File: src/hdl/msfc_pkg.sv
// Shared types, constants and the coefficient table of the motor speed filter and controller.
package msfc_pkg;

    localparam int SPEED_WIDTH  = 24;
    localparam int HIST_DEPTH   = 5;
    localparam int DRIVE_WIDTH  = 16;
    localparam int LIMIT_WIDTH  = 15;
    localparam int PWM_WIDTH    = 16;
    localparam int DIR_WIDTH    = 2;
    localparam int COEF_WIDTH   = 21;
    localparam int DIGIT_WIDTH  = 4;
    localparam int ACC_WIDTH    = SPEED_WIDTH + 24;
    localparam int U_WIDTH      = ACC_WIDTH - 17;
    localparam int TERM_WIDTH   = 4;
    localparam int CFG_IDX_WIDTH = 2;
    localparam int CFG_DATA_WIDTH = SPEED_WIDTH;
    localparam int IN_DATA_WIDTH  = ((SPEED_WIDTH + 7) / 8) * 8;
    localparam int OUT_FIELDS_WIDTH = SPEED_WIDTH + DRIVE_WIDTH + PWM_WIDTH + DIR_WIDTH;
    localparam int OUT_DATA_WIDTH = ((OUT_FIELDS_WIDTH + 7) / 8) * 8;
    localparam int PWM_T_WIDTH  = 21;
    localparam int PWM_R_WIDTH  = 22;
    localparam int PWM_SHIFT    = 26;

    // Configuration register indexes.
    localparam logic [CFG_IDX_WIDTH-1:0] CFG_TARGET_SPEED = 2'd0;
    localparam logic [CFG_IDX_WIDTH-1:0] CFG_DRIVE_LIMIT  = 2'd1;
    localparam logic [CFG_IDX_WIDTH-1:0] CFG_DEAD_ZONE    = 2'd2;

    localparam logic [LIMIT_WIDTH-1:0] LIMIT_RESET     = 15'd17920;
    localparam logic [LIMIT_WIDTH-1:0] DEAD_ZONE_RESET = 15'd768;
    localparam logic [LIMIT_WIDTH-1:0] FULL_SCALE      = 15'd25600;
    localparam logic [DRIVE_WIDTH-1:0] STOP_BAND       = 16'd512;

    // Noise gates: values strictly inside these bounds are treated as zero.
    localparam logic signed [SPEED_WIDTH-1:0] RAW_GATE   = SPEED_WIDTH'(128);
    localparam logic signed [SPEED_WIDTH-1:0] FILT_GATE  = SPEED_WIDTH'(52);
    localparam logic signed [SPEED_WIDTH-1:0] SETPT_GATE = SPEED_WIDTH'(26);

    // Rounding offsets preloaded into the accumulator.
    localparam logic signed [ACC_WIDTH-1:0] FILT_ROUND = ACC_WIDTH'(32768);
    localparam logic signed [ACC_WIDTH-1:0] CTRL_ROUND = ACC_WIDTH'(65536);

    // Reciprocal of 25: floor(t / 25) == (t * PWM_RECIP) >> 26 for t below 2^21.
    localparam logic [PWM_R_WIDTH-1:0] PWM_RECIP = 22'd2684355;

    localparam logic [DIR_WIDTH-1:0] DIR_STOP    = 2'd0;
    localparam logic [DIR_WIDTH-1:0] DIR_FORWARD = 2'd1;
    localparam logic [DIR_WIDTH-1:0] DIR_REVERSE = 2'd2;

    // Product terms, in the order the sequencer steps through them.
    localparam logic [TERM_WIDTH-1:0] TERM_RAW     = 4'd0;
    localparam logic [TERM_WIDTH-1:0] TERM_FILTER  = 4'd1;
    localparam logic [TERM_WIDTH-1:0] TERM_SETPT   = 4'd2;
    localparam logic [TERM_WIDTH-1:0] TERM_SPEED   = 4'd3;
    localparam logic [TERM_WIDTH-1:0] TERM_PREV    = 4'd4;
    localparam logic [TERM_WIDTH-1:0] TERM_HIST0   = 4'd5;
    localparam logic [TERM_WIDTH-1:0] TERM_HIST1   = 4'd6;
    localparam logic [TERM_WIDTH-1:0] TERM_HIST2   = 4'd7;
    localparam logic [TERM_WIDTH-1:0] TERM_HIST3   = 4'd8;
    localparam logic [TERM_WIDTH-1:0] TERM_HIST4   = 4'd9;

    typedef struct packed {
        logic                  neg;
        logic [COEF_WIDTH-1:0] mag;
    } coef_t;

    typedef struct packed {
        logic                  start;
        logic                  init;
        logic                  neg;
        logic [COEF_WIDTH-1:0] coef;
    } mac_cmd_t;

    typedef struct packed {
        logic signed [DRIVE_WIDTH-1:0] hist;
        logic signed [DRIVE_WIDTH-1:0] drive;
        logic [LIMIT_WIDTH-1:0]        mag;
    } drive_t;

    typedef enum logic [7:0] {
        S_IDLE  = 8'b0000_0001,
        S_ISSUE = 8'b0000_0010,
        S_WAIT  = 8'b0000_0100,
        S_FILT  = 8'b0000_1000,
        S_SHAPE = 8'b0001_0000,
        S_PWM   = 8'b0010_0000,
        S_OUT   = 8'b0100_0000
    } state_t;

    // Q.16 coefficients; history coefficients are doubled so that all
    // controller terms share one rounding at bit 17.
    function automatic coef_t term_coef(input logic [TERM_WIDTH-1:0] idx);
        coef_t c;
        c.neg = 1'b0;
        c.mag = '0;
        case (idx)
            TERM_RAW:    begin c.neg = 1'b0; c.mag = 21'd9830;    end
            TERM_FILTER: begin c.neg = 1'b0; c.mag = 21'd55706;   end
            TERM_SETPT:  begin c.neg = 1'b0; c.mag = 21'd90807;   end
            TERM_SPEED:  begin c.neg = 1'b1; c.mag = 21'd1060761; end
            TERM_PREV:   begin c.neg = 1'b0; c.mag = 21'd969954;  end
            TERM_HIST0:  begin c.neg = 1'b1; c.mag = 21'd1106;    end
            TERM_HIST1:  begin c.neg = 1'b1; c.mag = 21'd1018;    end
            TERM_HIST2:  begin c.neg = 1'b1; c.mag = 21'd936;     end
            TERM_HIST3:  begin c.neg = 1'b0; c.mag = 21'd68938;   end
            TERM_HIST4:  begin c.neg = 1'b0; c.mag = 21'd67290;   end
            default:     begin c.neg = 1'b0; c.mag = '0;          end
        endcase
        return c;
    endfunction

endpackage

File: src/hdl/msfc_digit_mac.sv
// Digit-serial multiply-accumulate unit: four coefficient bits per cycle.
module msfc_digit_mac (
    input  logic                                   clk,
    input  logic                                   rst_n,
    input  msfc_pkg::mac_cmd_t                     cmd,
    input  logic signed [msfc_pkg::SPEED_WIDTH-1:0] operand,
    input  logic signed [msfc_pkg::ACC_WIDTH-1:0]   acc_init,
    output logic                                   busy,
    output logic signed [msfc_pkg::ACC_WIDTH-1:0]   acc
);

    logic signed [msfc_pkg::ACC_WIDTH-1:0]  acc_reg, acc_next;
    logic signed [msfc_pkg::ACC_WIDTH-1:0]  op_reg, op_next;
    logic [msfc_pkg::COEF_WIDTH-1:0]        coef_reg, coef_next;
    logic                                   busy_reg, busy_next;
    logic signed [msfc_pkg::ACC_WIDTH-1:0]  op_ext;
    logic signed [msfc_pkg::ACC_WIDTH-1:0]  digit_ext;
    logic signed [msfc_pkg::ACC_WIDTH-1:0]  partial;
    logic [msfc_pkg::COEF_WIDTH-1:0]        coef_shift;

    assign op_ext = {{(msfc_pkg::ACC_WIDTH - msfc_pkg::SPEED_WIDTH){operand[msfc_pkg::SPEED_WIDTH-1]}},
                     operand};
    assign digit_ext = $signed({{(msfc_pkg::ACC_WIDTH - msfc_pkg::DIGIT_WIDTH){1'b0}},
                                coef_reg[msfc_pkg::DIGIT_WIDTH-1:0]});
    assign partial    = op_reg * digit_ext;
    assign coef_shift = coef_reg >> msfc_pkg::DIGIT_WIDTH;

    always_comb
    begin
        acc_next  = acc_reg;
        op_next   = op_reg;
        coef_next = coef_reg;
        busy_next = busy_reg;
        if (cmd.init)
        begin
            acc_next = acc_init;
        end
        if (cmd.start)
        begin
            // The sign of the coefficient is folded into the operand.
            op_next   = cmd.neg ? -op_ext : op_ext;
            coef_next = cmd.coef;
            busy_next = (cmd.coef != '0);
        end
        else if (busy_reg)
        begin
            acc_next  = acc_reg + partial;
            op_next   = op_reg <<< msfc_pkg::DIGIT_WIDTH;
            coef_next = coef_shift;
            busy_next = (coef_shift != '0);
        end
    end

    always_ff @(posedge clk or negedge rst_n)
    begin
        if (!rst_n)
        begin
            busy_reg <= 1'b0;
        end
        else
        begin
            busy_reg <= busy_next;
        end
    end

    always_ff @(posedge clk)
    begin
        acc_reg  <= acc_next;
        op_reg   <= op_next;
        coef_reg <= coef_next;
    end

    assign busy = busy_reg;
    assign acc  = acc_reg;

endmodule

File: src/hdl/msfc_drive_shaper.sv
// Dead zone, clamp and stop band applied to the rounded controller output.
module msfc_drive_shaper (
    input  logic signed [msfc_pkg::U_WIDTH-1:0]  u,
    input  logic [msfc_pkg::LIMIT_WIDTH-1:0]     drive_limit,
    input  logic [msfc_pkg::LIMIT_WIDTH-1:0]     drive_dead_zone,
    output msfc_pkg::drive_t                     result
);

    logic signed [msfc_pkg::U_WIDTH-1:0]     u_mag;
    logic signed [msfc_pkg::U_WIDTH-1:0]     u_dz;
    logic signed [msfc_pkg::U_WIDTH-1:0]     lim_pos;
    logic signed [msfc_pkg::U_WIDTH-1:0]     lim_neg;
    logic signed [msfc_pkg::U_WIDTH-1:0]     u_clamp;
    logic [msfc_pkg::U_WIDTH-1:0]            dz_ext;
    logic [msfc_pkg::LIMIT_WIDTH-1:0]        lim;
    logic signed [msfc_pkg::DRIVE_WIDTH-1:0] hist;
    logic [msfc_pkg::DRIVE_WIDTH-1:0]        hist_mag;

    always_comb
    begin
        u_mag  = u[msfc_pkg::U_WIDTH-1] ? -u : u;
        dz_ext = {{(msfc_pkg::U_WIDTH - msfc_pkg::LIMIT_WIDTH){1'b0}}, drive_dead_zone};
        u_dz   = ($unsigned(u_mag) < dz_ext) ? '0 : u;

        lim     = (drive_limit > msfc_pkg::FULL_SCALE) ? msfc_pkg::FULL_SCALE : drive_limit;
        lim_pos = $signed({{(msfc_pkg::U_WIDTH - msfc_pkg::LIMIT_WIDTH){1'b0}}, lim});
        lim_neg = -lim_pos;

        if (u_dz > lim_pos)
        begin
            u_clamp = lim_pos;
        end
        else if (u_dz < lim_neg)
        begin
            u_clamp = lim_neg;
        end
        else
        begin
            u_clamp = u_dz;
        end

        hist     = u_clamp[msfc_pkg::DRIVE_WIDTH-1:0];
        hist_mag = hist[msfc_pkg::DRIVE_WIDTH-1] ? $unsigned(-hist) : $unsigned(hist);

        result.hist = hist;
        if (hist_mag < msfc_pkg::STOP_BAND)
        begin
            result.drive = '0;
            result.mag   = '0;
        end
        else
        begin
            result.drive = hist;
            result.mag   = hist_mag[msfc_pkg::LIMIT_WIDTH-1:0];
        end
    end

endmodule

File: src/hdl/motor_speed_filter_and_controller.sv
// Top level of the motor speed filter and controller: sequencer, state and stream ports.
//
// Each accepted item is one control tick carrying a raw speed sample (signed rpm,
// 8 fraction bits). The block gates out samples below 0.5 rpm, runs a first-order
// low-pass filter (alpha 0.15), gates filtered values below 0.2 rpm, and then
// evaluates a fixed difference-equation controller from the setpoint, the
// filtered speed, its previous value and the last five drive levels. The drive
// gets a dead zone and a clamp and is returned with a direction code and a
// 16-bit PWM level; exactly one result item comes out per input item. All ten
// products go through one shared multiply-accumulate unit that consumes four
// coefficient bits per cycle, and that unit sets the rate. The next item is
// accepted only once the result of the previous one has been placed in the output
// register. When the setpoint magnitude is below 0.1 rpm the drive is zero and the
// controller history is cleared, while the filter keeps running and the
// controller products are skipped. A new item is taken while the previous result
// still waits in the output register; a result held there until the next result
// is ready stalls the sequencer and the input.
// Configuration registers should only be written while no item is in flight.
module motor_speed_filter_and_controller (
    input  logic                                    clk,
    input  logic                                    rst_n,
    // Configuration write port.
    input  logic                                    cfg_write,
    input  logic [msfc_pkg::CFG_IDX_WIDTH-1:0]      cfg_index,
    input  logic [msfc_pkg::CFG_DATA_WIDTH-1:0]     cfg_data,
    // Input item stream.
    input  logic                                    s_axis_tvalid,
    output logic                                    s_axis_tready,
    input  logic [msfc_pkg::IN_DATA_WIDTH-1:0]      s_axis_tdata,   // raw_speed
    // Result item stream.
    output logic                                    m_axis_tvalid,
    input  logic                                    m_axis_tready,
    output logic [msfc_pkg::OUT_DATA_WIDTH-1:0]     m_axis_tdata    // filtered_speed,
                                                                    // drive_percent,
                                                                    // pwm_level, direction
);

    localparam int SW = msfc_pkg::SPEED_WIDTH;
    localparam int DW = msfc_pkg::DRIVE_WIDTH;

    msfc_pkg::state_t                         state_reg, state_next;
    logic [msfc_pkg::TERM_WIDTH-1:0]          term_reg, term_next;

    logic signed [SW-1:0]                     target_reg;
    logic [msfc_pkg::LIMIT_WIDTH-1:0]         limit_reg;
    logic [msfc_pkg::LIMIT_WIDTH-1:0]         dead_zone_reg;

    logic signed [SW-1:0]                     x_reg, x_next;
    logic signed [SW-1:0]                     filter_value_reg, filter_value_next;
    logic signed [SW-1:0]                     prev_reg, prev_next;
    logic signed [DW-1:0]                     hist_reg [msfc_pkg::HIST_DEPTH];
    logic signed [DW-1:0]                     hist_next [msfc_pkg::HIST_DEPTH];
    logic signed [DW-1:0]                     drive_reg, drive_next;
    logic [msfc_pkg::LIMIT_WIDTH-1:0]         mag_reg, mag_next;
    logic [msfc_pkg::PWM_WIDTH-1:0]           pwm_reg, pwm_next;

    logic                                     out_valid_reg, out_valid_next;
    logic [msfc_pkg::OUT_DATA_WIDTH-1:0]      out_data_reg, out_data_next;

    msfc_pkg::mac_cmd_t                       mac_cmd;
    msfc_pkg::coef_t                          coef;
    logic signed [SW-1:0]                     mac_operand;
    logic signed [msfc_pkg::ACC_WIDTH-1:0]    mac_init;
    logic                                     mac_busy;
    logic signed [msfc_pkg::ACC_WIDTH-1:0]    mac_acc;

    msfc_pkg::drive_t                         shaped;
    logic signed [msfc_pkg::ACC_WIDTH-1:0]    filt_shift;
    logic signed [msfc_pkg::ACC_WIDTH-1:0]    ctrl_shift;
    logic signed [SW-1:0]                     filt_val;
    logic signed [SW-1:0]                     raw_in;
    logic                                     in_accept;
    logic                                     out_free;
    logic                                     setpoint_small;
    logic [msfc_pkg::LIMIT_WIDTH+15:0]        pwm_scaled;
    logic [msfc_pkg::PWM_T_WIDTH-1:0]         pwm_t;
    logic [msfc_pkg::PWM_T_WIDTH+msfc_pkg::PWM_R_WIDTH-1:0] pwm_prod;
    logic [msfc_pkg::DIR_WIDTH-1:0]           dir;

    assign raw_in        = s_axis_tdata[SW-1:0];
    assign s_axis_tready = (state_reg == msfc_pkg::S_IDLE);
    assign in_accept     = s_axis_tvalid && s_axis_tready;
    assign out_free      = !out_valid_reg || m_axis_tready;
    assign m_axis_tvalid = out_valid_reg;
    assign m_axis_tdata  = out_data_reg;

    // Configuration registers.
    always_ff @(posedge clk or negedge rst_n)
    begin
        if (!rst_n)
        begin
            target_reg    <= '0;
            limit_reg     <= msfc_pkg::LIMIT_RESET;
            dead_zone_reg <= msfc_pkg::DEAD_ZONE_RESET;
        end
        else if (cfg_write)
        begin
            case (cfg_index)
                msfc_pkg::CFG_TARGET_SPEED: target_reg    <= cfg_data[SW-1:0];
                msfc_pkg::CFG_DRIVE_LIMIT:  limit_reg     <= cfg_data[msfc_pkg::LIMIT_WIDTH-1:0];
                msfc_pkg::CFG_DEAD_ZONE:    dead_zone_reg <= cfg_data[msfc_pkg::LIMIT_WIDTH-1:0];
                default:                    target_reg    <= target_reg;
            endcase
        end
    end

    // Operand for the product term being issued.
    always_comb
    begin
        case (term_reg)
            msfc_pkg::TERM_RAW:    mac_operand = x_reg;
            msfc_pkg::TERM_FILTER: mac_operand = filter_value_reg;
            msfc_pkg::TERM_SETPT:  mac_operand = target_reg;
            msfc_pkg::TERM_SPEED:  mac_operand = filter_value_reg;
            msfc_pkg::TERM_PREV:   mac_operand = prev_reg;
            msfc_pkg::TERM_HIST0:  mac_operand = SW'(hist_reg[0]);
            msfc_pkg::TERM_HIST1:  mac_operand = SW'(hist_reg[1]);
            msfc_pkg::TERM_HIST2:  mac_operand = SW'(hist_reg[2]);
            msfc_pkg::TERM_HIST3:  mac_operand = SW'(hist_reg[3]);
            msfc_pkg::TERM_HIST4:  mac_operand = SW'(hist_reg[4]);
            default:               mac_operand = '0;
        endcase
    end

    assign coef = msfc_pkg::term_coef(term_reg);

    msfc_digit_mac u_mac (
        .clk      (clk),
        .rst_n    (rst_n),
        .cmd      (mac_cmd),
        .operand  (mac_operand),
        .acc_init (mac_init),
        .busy     (mac_busy),
        .acc      (mac_acc)
    );

    // The accumulator is preloaded with half an output LSB, so rounding is a plain shift.
    assign filt_shift = mac_acc >>> 16;
    assign ctrl_shift = mac_acc >>> 17;
    assign filt_val   = filt_shift[SW-1:0];

    msfc_drive_shaper u_shaper (
        .u               (ctrl_shift[msfc_pkg::U_WIDTH-1:0]),
        .drive_limit     (limit_reg),
        .drive_dead_zone (dead_zone_reg),
        .result          (shaped)
    );

    assign setpoint_small = (target_reg > -msfc_pkg::SETPT_GATE)
                         && (target_reg < msfc_pkg::SETPT_GATE);

    // PWM level is |drive| * 65535 / 25600: the scaling by 65535 is a shift and
    // subtract, the division by 1024 a shift, and the division by 25 a reciprocal.
    assign pwm_scaled = {mag_reg, 16'b0} - {16'b0, mag_reg};
    assign pwm_t      = pwm_scaled[msfc_pkg::PWM_T_WIDTH+9:10];
    assign pwm_prod   = {{msfc_pkg::PWM_R_WIDTH{1'b0}}, pwm_t}
                      * {{msfc_pkg::PWM_T_WIDTH{1'b0}}, msfc_pkg::PWM_RECIP};

    always_comb
    begin
        if (drive_reg > 0)
        begin
            dir = msfc_pkg::DIR_FORWARD;
        end
        else if (drive_reg < 0)
        begin
            dir = msfc_pkg::DIR_REVERSE;
        end
        else
        begin
            dir = msfc_pkg::DIR_STOP;
        end
    end

    // Sequencer.
    always_comb
    begin
        state_next        = state_reg;
        term_next         = term_reg;
        x_next            = x_reg;
        filter_value_next = filter_value_reg;
        prev_next         = prev_reg;
        hist_next         = hist_reg;
        drive_next        = drive_reg;
        mag_next          = mag_reg;
        pwm_next          = pwm_reg;
        out_valid_next    = out_valid_reg;
        out_data_next     = out_data_reg;
        mac_cmd.start     = 1'b0;
        mac_cmd.init      = 1'b0;
        mac_cmd.neg       = coef.neg;
        mac_cmd.coef      = coef.mag;
        mac_init          = msfc_pkg::FILT_ROUND;

        if (out_valid_reg && m_axis_tready)
        begin
            out_valid_next = 1'b0;
        end

        case (state_reg)
            msfc_pkg::S_IDLE:
            begin
                if (in_accept)
                begin
                    // Samples below 0.5 rpm in magnitude are noise.
                    if ((raw_in > -msfc_pkg::RAW_GATE) && (raw_in < msfc_pkg::RAW_GATE))
                    begin
                        x_next = '0;
                    end
                    else
                    begin
                        x_next = raw_in;
                    end
                    mac_cmd.init = 1'b1;
                    mac_init     = msfc_pkg::FILT_ROUND;
                    term_next    = msfc_pkg::TERM_RAW;
                    state_next   = msfc_pkg::S_ISSUE;
                end
            end
            msfc_pkg::S_ISSUE:
            begin
                mac_cmd.start = 1'b1;
                state_next    = msfc_pkg::S_WAIT;
            end
            msfc_pkg::S_WAIT:
            begin
                if (!mac_busy)
                begin
                    if (term_reg == msfc_pkg::TERM_FILTER)
                    begin
                        state_next = msfc_pkg::S_FILT;
                    end
                    else if (term_reg == msfc_pkg::TERM_HIST4)
                    begin
                        state_next = msfc_pkg::S_SHAPE;
                    end
                    else
                    begin
                        term_next  = term_reg + {{(msfc_pkg::TERM_WIDTH-1){1'b0}}, 1'b1};
                        state_next = msfc_pkg::S_ISSUE;
                    end
                end
            end
            msfc_pkg::S_FILT:
            begin
                if ((filt_val > -msfc_pkg::FILT_GATE) && (filt_val < msfc_pkg::FILT_GATE))
                begin
                    filter_value_next = '0;
                end
                else
                begin
                    filter_value_next = filt_val;
                end
                if (setpoint_small)
                begin
                    prev_next = '0;
                    for (int i = 0; i < msfc_pkg::HIST_DEPTH; i++)
                    begin
                        hist_next[i] = '0;
                    end
                    drive_next = '0;
                    mag_next   = '0;
                    state_next = msfc_pkg::S_PWM;
                end
                else
                begin
                    mac_cmd.init = 1'b1;
                    mac_init     = msfc_pkg::CTRL_ROUND;
                    term_next    = msfc_pkg::TERM_SETPT;
                    state_next   = msfc_pkg::S_ISSUE;
                end
            end
            msfc_pkg::S_SHAPE:
            begin
                prev_next    = filter_value_reg;
                hist_next[0] = shaped.hist;
                for (int i = 1; i < msfc_pkg::HIST_DEPTH; i++)
                begin
                    hist_next[i] = hist_reg[i-1];
                end
                drive_next = shaped.drive;
                mag_next   = shaped.mag;
                state_next = msfc_pkg::S_PWM;
            end
            msfc_pkg::S_PWM:
            begin
                pwm_next   = pwm_prod[msfc_pkg::PWM_SHIFT+msfc_pkg::PWM_WIDTH-1:msfc_pkg::PWM_SHIFT];
                state_next = msfc_pkg::S_OUT;
            end
            msfc_pkg::S_OUT:
            begin
                if (out_free)
                begin
                    out_valid_next = 1'b1;
                    out_data_next  = {{(msfc_pkg::OUT_DATA_WIDTH - msfc_pkg::OUT_FIELDS_WIDTH){1'b0}},
                                      dir, pwm_reg, drive_reg, filter_value_reg};
                    state_next     = msfc_pkg::S_IDLE;
                end
            end
            default:
            begin
                state_next = msfc_pkg::S_IDLE;
            end
        endcase
    end

    always_ff @(posedge clk or negedge rst_n)
    begin
        if (!rst_n)
        begin
            state_reg        <= msfc_pkg::S_IDLE;
            term_reg         <= msfc_pkg::TERM_RAW;
            filter_value_reg <= '0;
            prev_reg         <= '0;
            for (int i = 0; i < msfc_pkg::HIST_DEPTH; i++)
            begin
                hist_reg[i] <= '0;
            end
            out_valid_reg    <= 1'b0;
        end
        else
        begin
            state_reg        <= state_next;
            term_reg         <= term_next;
            filter_value_reg <= filter_value_next;
            prev_reg         <= prev_next;
            hist_reg         <= hist_next;
            out_valid_reg    <= out_valid_next;
        end
    end

    always_ff @(posedge clk)
    begin
        x_reg        <= x_next;
        drive_reg    <= drive_next;
        mag_reg      <= mag_next;
        pwm_reg      <= pwm_next;
        out_data_reg <= out_data_next;
    end

    // The shared multiplier only runs while the sequencer waits on it.
    assert property (@(posedge clk) disable iff (!rst_n)
        mac_busy |-> (state_reg == msfc_pkg::S_WAIT))
        else $error("digit multiplier busy outside of the wait state");

    // After the filter update the stored value is either zero or outside the gate.
    assert property (@(posedge clk) disable iff (!rst_n)
        (state_reg == msfc_pkg::S_FILT) |=>
            (filter_value_reg == '0) || (filter_value_reg >= msfc_pkg::FILT_GATE)
            || (filter_value_reg <= -msfc_pkg::FILT_GATE))
        else $error("filtered value inside the noise gate was kept");

    // Stored drive levels never exceed full scale.
    assert property (@(posedge clk) disable iff (!rst_n)
        (hist_reg[0] <= $signed({1'b0, msfc_pkg::FULL_SCALE}))
        && (hist_reg[0] >= -$signed({1'b0, msfc_pkg::FULL_SCALE})))
        else $error("drive history entry beyond full scale");

    // A result that says stop carries no drive and no PWM level.
    assert property (@(posedge clk) disable iff (!rst_n)
        (out_valid_reg && (out_data_reg[SW+DW+msfc_pkg::PWM_WIDTH+:msfc_pkg::DIR_WIDTH]
                           == msfc_pkg::DIR_STOP))
        |-> (out_data_reg[SW+:DW+msfc_pkg::PWM_WIDTH] == '0))
        else $error("stop direction with nonzero drive or PWM level");

endmodule

File: config.mk
export PLATFORM = sky130hd
export DESIGN_NAME = motor_speed_filter_and_controller
export DESIGN_NICKNAME = d
export VERILOG_FILES = /design/src/hdl/msfc_pkg.sv /design/src/hdl/msfc_digit_mac.sv /design/src/hdl/msfc_drive_shaper.sv /design/src/hdl/motor_speed_filter_and_controller.sv
export SDC_FILE = /design/constraint.sdc
export NUM_CORES = 2
export LEC_CHECK = 0
export CAP_MARGIN = 40
export CORE_MARGIN = 2
export CORE_UTILIZATION = 60
export DETAILED_ROUTE_END_ITERATION = 10
export DONT_BUFFER_PORTS = 1
export PLACE_DENSITY_LB_ADDON = 0.25
export RECOVER_POWER = 50
export SLEW_MARGIN = 25
export SYNTH_ARGS = -nofsm -noshare
export SYNTH_HDL_FRONTEND = slang
export SYNTH_SLANG_ARGS = --single-unit
File: constraint.sdc
create_clock -name clk -period 9.1 [get_ports clk]
set_input_delay 0.91 -clock clk [delete_from_list [all_inputs] [get_ports clk]]
set_output_delay 0.91 -clock clk [all_outputs]
set_load 0.05 [all_outputs]
* Yosys cells after proc, flatten, opt, wreduce, memory -nomap -nowiden
Memories as Yosys holds them, arrays and structs flattened.
Index checks and enable logic that the tools add are counted.
** Cells by class
- Reduce and logical (&&, ||, !) cells :: 23
- Multipliers :: 2
- $lt $le $gt $ge :: 13
- Multiplexer cells :: 50
- Add/subtract/negate cells :: 7
- Equality and inequality tests :: 25
** Operators by type and width (number)
- 2-to-1 mux 48 bit :: 6
- one-hot mux 24 bit (9 select lines) :: 1
- one-hot mux 80 bit (2 select lines) :: 1
- 2-to-1 mux 31 bit :: 3
- 2-to-1 mux 80 bit :: 1
- 2-to-1 mux 16 bit :: 4
- one-hot mux 8 bit (7 select lines) :: 1
- adder 48 bit :: 1
- multiplier 48 x 5 -> 48 bit :: 1
- 2-to-1 mux 24 bit :: 2
- negation 24 -> 48 bit :: 1
- one-hot mux 24 bit (2 select lines) :: 1
- multiplier 21 x 22 -> 42 bit, second input constant :: 1
- 2-to-1 mux 21 bit :: 2
- nonzero test 21 bit :: 2
- 2-to-1 mux 17 bit :: 2
- one-hot mux 16 bit (2 select lines) :: 1
- greater-than comparator 31 x 16 -> 1 bit :: 1
- < comparator 31 x 15 -> 1 bit :: 1
- < comparator 31 bit :: 1
- negation 15 -> 31 bit :: 1
- negation 31 bit :: 1
- subtractor 31 x 15 -> 31 bit :: 1
- 2-to-1 mux 15 bit :: 2
- other kinds (47) :: 81
** Storage, ports and cells
- Register bits :: 442
- Bits in read-only memories :: 352
- Memories :: 1
- Logic and storage cells :: 144
** Memory list
- (no name shown) :: depth 16, bits a word 22, rd ports 1, clocked after memory_dff 0, wr ports 0, line msfc_pkg.sv:96 : case (idx)

* Longest topological paths before layout
- Word-level depth :: 12
- Mapped depth :: 39
- Depth with buffers taken out :: 39

* By module
A second synthesis with hierarchy kept.
** Second synthesis, totals
- Cell total of the unflattened synthesis :: 4134
- Area total of the unflattened synthesis :: 38982.4 sq um
** By module, submodules not included
- motor_speed_filter_and_controller :: instances 1, area an instance 21310.4 sq um, cells each 1955
- msfc_digit_mac :: instances 1, area an instance 13225.2 sq um, cells each 1517
- msfc_drive_shaper :: instances 1, area an instance 4446.8 sq um, cells each 662

* Worst setup path after synthesis
OpenSTA, ideal clock, no wires.
- Path type :: reg-to-reg
- From :: register mag_reg[4] in the netlist's numbering
- To :: register pwm_reg[15] in the netlist's numbering (data pin)
- Required time :: 8840 ps
- Path slack :: -255 ps
- Period minus slack after synthesis :: 9355 ps
- Library setup time :: 260 ps
- Arrival :: 9095 ps
- Cell stages (with the launch flop) :: 38
- Buffers on the path :: 0
- Cells stage by stage :: edfxtp_1 -> or4_1 -> nor2_1 -> nand3_1 -> or2_2 -> nor3_1 -> nand2_1 -> inv_1 -> nor2_1 -> nand2_1 -> nor2_1 -> xnor2_1 -> inv_1 -> ha_1 -> inv_1 -> fa_1 -> inv_1 -> fa_1 -> (+2 left out) -> inv_1 -> fa_1 -> fa_1 -> ha_1 -> ha_1 -> a2111o_1 -> a211oi_1 -> o21ai_0 -> a31oi_1 -> a2111oi_0 -> o31ai_1 -> o21bai_1 -> a21oi_1 -> nor2b_1 -> o311ai_0 -> nand2b_1 -> a21oi_1 -> xnor2_1
** On the way
- Word-level cells in the longest chain between the ends :: 2
** RTL lines
- start, declared :: line motor_speed_filter_and_controller.sv:54 : logic [msfc_pkg::LIMIT_WIDTH-1:0] mag_reg, mag_next;
- start signal, assigned :: line motor_speed_filter_and_controller.sv:336 : mag_reg <= mag_next;
- subtractor 31 x 15 -> 31 bit :: line motor_speed_filter_and_controller.sv:154 : assign pwm_scaled = {mag_reg, 16'b0} - {16'b0, mag_reg};
- multiplier 21 x 22 -> 42 bit :: line motor_speed_filter_and_controller.sv:157 : * {{msfc_pkg::PWM_T_WIDTH{1'b0}}, msfc_pkg::PWM_RECIP};
- net pwm_prod (one bit) :: line motor_speed_filter_and_controller.sv:77 : logic [msfc_pkg::PWM_T_WIDTH+msfc_pkg::PWM_R_WIDTH-1:0] pwm_prod;
- end signal, assigned :: line motor_speed_filter_and_controller.sv:337 : pwm_reg <= pwm_next;
- end, declared :: line motor_speed_filter_and_controller.sv:55 : logic [msfc_pkg::PWM_WIDTH-1:0] pwm_reg, pwm_next;
The timed path passes the listed nets, and every way through them passes these cells.
A chain may end at the register's enable or synchronous reset.

* Worst setup path in the final report
- From :: register u_mac.acc_reg (netlist bit u_mac.acc[18])
- To :: register mag_reg[1] in the netlist's numbering (data pin)
** On the way
- Word-level cells in the longest chain between the ends :: 12
** RTL lines
- start, declared :: line msfc_digit_mac.sv:12 : logic signed [msfc_pkg::ACC_WIDTH-1:0] acc_reg, acc_next;
- start signal, assigned :: line msfc_digit_mac.sv:68 : acc_reg <= acc_next;
- negation 31 bit :: line msfc_drive_shaper.sv:21 : u_mag = u[msfc_pkg::U_WIDTH-1] ? -u : u;
- 2-to-1 mux 31 bit :: line msfc_drive_shaper.sv:21
- < comparator 31 x 15 -> 1 bit :: line msfc_drive_shaper.sv:23 : u_dz = ($unsigned(u_mag) < dz_ext) ? '0 : u;
- 2-to-1 mux 31 bit (*) :: line msfc_drive_shaper.sv:23
- < comparator 31 bit :: line msfc_drive_shaper.sv:33 : else if (u_dz < lim_neg)
- 2-to-1 mux 16 bit :: line msfc_drive_shaper.sv:33
- 2-to-1 mux 16 bit (*) :: line msfc_drive_shaper.sv:29 : if (u_dz > lim_pos)
- negation 16 bit :: line msfc_drive_shaper.sv:43 : hist_mag = hist[msfc_pkg::DRIVE_WIDTH-1] ? $unsigned(-hist) : $unsigned(hist);
- 2-to-1 mux 16 bit (*) :: line msfc_drive_shaper.sv:43
- < comparator 16 x 10 -> 1 bit :: line msfc_drive_shaper.sv:46 : if (hist_mag < msfc_pkg::STOP_BAND)
- 2-to-1 mux 31 bit (*) :: line msfc_drive_shaper.sv:46
- one-hot mux 15 bit (2 select lines) (*) :: line motor_speed_filter_and_controller.sv:200 : case (state_reg)
Mark *: on every way between the ends. The rest lies on a longest branch, timed or not.

==> metrics <==
max FFs per register=80; FF-to-FF setup slack=320 ps; cts bufs inserted=48; Mapped Avg Cell Area=9.85 um2; Synth async-reset ratio=44.5%; Ys Warns=0; Worst VDD drop=0.000397 V; CTS sink cnt=438; CP arrival=9100 ps; Leak=18.2 nW; Worst Setup SP=u_mac.acc[18]; post-detailed-route wirelength per cell=22.8 um; row cnt=90; Initial Utilization=61.0%; Startpoint Class=register; Tmin final=8780 ps; non-filler instance count after layout=4585; #FFs+latches synth=438; critical path capture point type=register; total core area=0.0606 mm2; via/cell ratio=6.25; H-Tree Depth=2; vias=28700; clock skew=65.1 ps; switch share=47.9%; Slew headroom=-240%; R2R cell count=33; chip width=252 um; setup_tns=0 ps; combinational share of power=65.5%; DRT Pass-1 Iters=6; CTS root buf=clkbuf_16; Crit Path Max Fanout=17; share of layout cells above drive strength 1=10.1%; PD cells=379 mW/mm2; first-pass GRT wire length=164000 um; placed instance count=4473; Switch Pwr=0.00729 W; Crit path largest cell delay=500 ps; clock-pin slew on the worst setup and hold paths=70 ps; synthesized instance count=3750; failing checks=capacitance limit, slew limit; Least-Margin Pin Slew=5110 ps; GRT Total Usage=33.2%; Synth area leader=edfxtp_1; Synth top area share=15.9%; post-DP HPWL=78400 um; f_max=0.114 GHz; # diodes=0; count leader, synth=nand2_1; gr ovfl total=0; largest net degree at the start of global routing=190; antenna-violating nets left=0; reg-to-reg startpoint=u_mac.acc[18]; Die Y=252 um; final count of pins violating max slew=328; status=finished with violations; critical path endpoint=mag_reg[1]; Final setup viols=0; TritonCTS clock tree=built; FF-to-FF End=mag_reg[1]; 1st-iter DRT viols=2905; DRC viols=0; final worst-path cycle share=96.5%; number of hold violations in the final report=0; Port Buffer Count=0; routability cong.=0.971; sequential fraction of the synthesis area=31.7%; number of max-cap violations=5; Crit-path slowest cell=or3b_2; Clock power frac=13.5%; post-synth design cell area=0.0369 mm2; later-pin clock latency in the skew report=640 ps; Die ar.=0.0636 mm2; aggregate routed wire length=104000 um; vias in the first global route=28700; CP Data Required Time=9420 ps; Pint=0.00793 W; initial antenna violation count=4; number of synthesized flops with an enable pin=195; clk buf depth=3; HP Class=input port to asynchronous set/reset pin; Synth area leaders=edfxtp_1 16%, fa_1 16%, dfrtp_1 13%; critical path class=register to register; Post-synth top cells=437 x nand2_1, 350 x ha_1, 331 x inv_1; Synth cell types=104; Post-layout nets=4458; part of the power in registers=21.0%; layout overhead on the synthesized area=8.73%; most common flop cell mapped by yosys=edfxtp_1; I/O pin count=121
-- cells in the final DEF, fill, tap and decap left out, drive strengths merged, types with 19 or more instances in the layout --
master    n
inv     338
and3     25
clkbuf   70
nand2b   20
a31oi    35
nor2b    30
o21ai   211
edfxtp  195
nor4     43
dfrtp   189
and2    248
a21oi   111
a21o     60
xor2     48
dfxtp    48
nor2    155
nand2   438
fa      290
nor3     64
xnor2    76
nand3    58
o31ai    22
or3      23
a22o     31
buf     139
ha      350
nand4    35
a22oi    50
o21a     19
mux2     60
o22ai    48
-- timing repair --
action                                 4_1_cts  5_1_grt
setup buffers                                0       14
setup endpoints to repair                    2       29
resized for setup                            1       41
gates cloned                                 0        0
endpoints found under the hold margin      189        0
hold buffers                                 1        0
pin swaps                                    1       33
-- critical path, delay by kind of cell (launching register included) --
kind	cells	cell delay (ps)
DFF	1	310
buffers and inverters	4	840
AOI/OAI and AO/OA	10	2070
xor gates and xnor gates	1	140
adders and majority gates	3	830
and+or+nand+nor	15	4230
-- per-layer routing --
metal / vias to the layer above / share of wire, % / GRT usage, %
li1: 13000 / - / -
met5: - / 0.035 / 0
met4: 6 / 4.9 / 14.5
met1: 13900 / 41 / 45.5
met3: 307 / 9.1 / 6.83
met2: 1394 / 45 / 51.4
-- through the flow --
| step | utilization, % | total power, W | setup slack (ps) | area, um2 | hold slack, ps |
|---|---|---|---|---|---|
| 2_1_floorplan | - | 0.0104 | 21.3 | 37000 | 400 |
| 3_3_place_gp | 62.9 | 0.0127 | 158 | 38100 | 401 |
| 3_5_place_dp | 63.1 | 0.0129 | -5.11 | 38200 | 406 |
| 4_1_cts | 65.9 | 0.0151 | 5.01 | 39900 | 83.9 |
| 5_1_grt | 66.3 | 0.0165 | -50.5 | 40200 | 92.5 |
| 6_report | 66.3 | 0.0152 | 320 | 40200 | 109 |
-- logic make-up after synthesis --
group | count (synthesis) | share of synthesized area [%]
AND/OR/NAND/NOR | 1213 | 16.7
AO/OA/AOI/OAI | 730 | 13.3
adder cells (fa/ha/maj) | 646 | 27.7
buffers and inverters | 526 | 5.53
flip-flops | 438 | 31.7
XOR/XNOR | 124 | 2.94
multiplexers | 72 | 2.15
other | 1 | 0.0102
-- worst min path at each step --
stage	endpoint	cells past startpoint
6_report	state_reg[0]	0
5_1_grt	state_reg[0]	0
4_1_cts	state_reg[0]	0
3_5_place_dp	m_axis_tdata[50]	0
3_3_place_gp	m_axis_tdata[49]	0
2_1_floorplan	m_axis_tdata[40]	0
-- power by group through the flow --
stage	Sequential, W	Clock (W)	Combinational [W]
5_1_grt	0.00323	0.00214	0.0111
2_1_floorplan	0.00285	0	0.00754
4_1_cts	0.00317	0.00208	0.00983
3_5_place_dp	0.00320	0	0.00970
6_report	0.00319	0.00205	0.00997
3_3_place_gp	0.00321	0	0.00949
-- layout make-up --
cell class	instances	area, um2
flip-flops and latches	438	11700
repair buffers	151	1170
fillers	4723	20400
clock inverters	31	400
multi-input cells	2791	23400
inverters	333	1250
clock buffers	59	1250
well taps	782	978
Note: power is estimated with default switching activity, not from simulation.
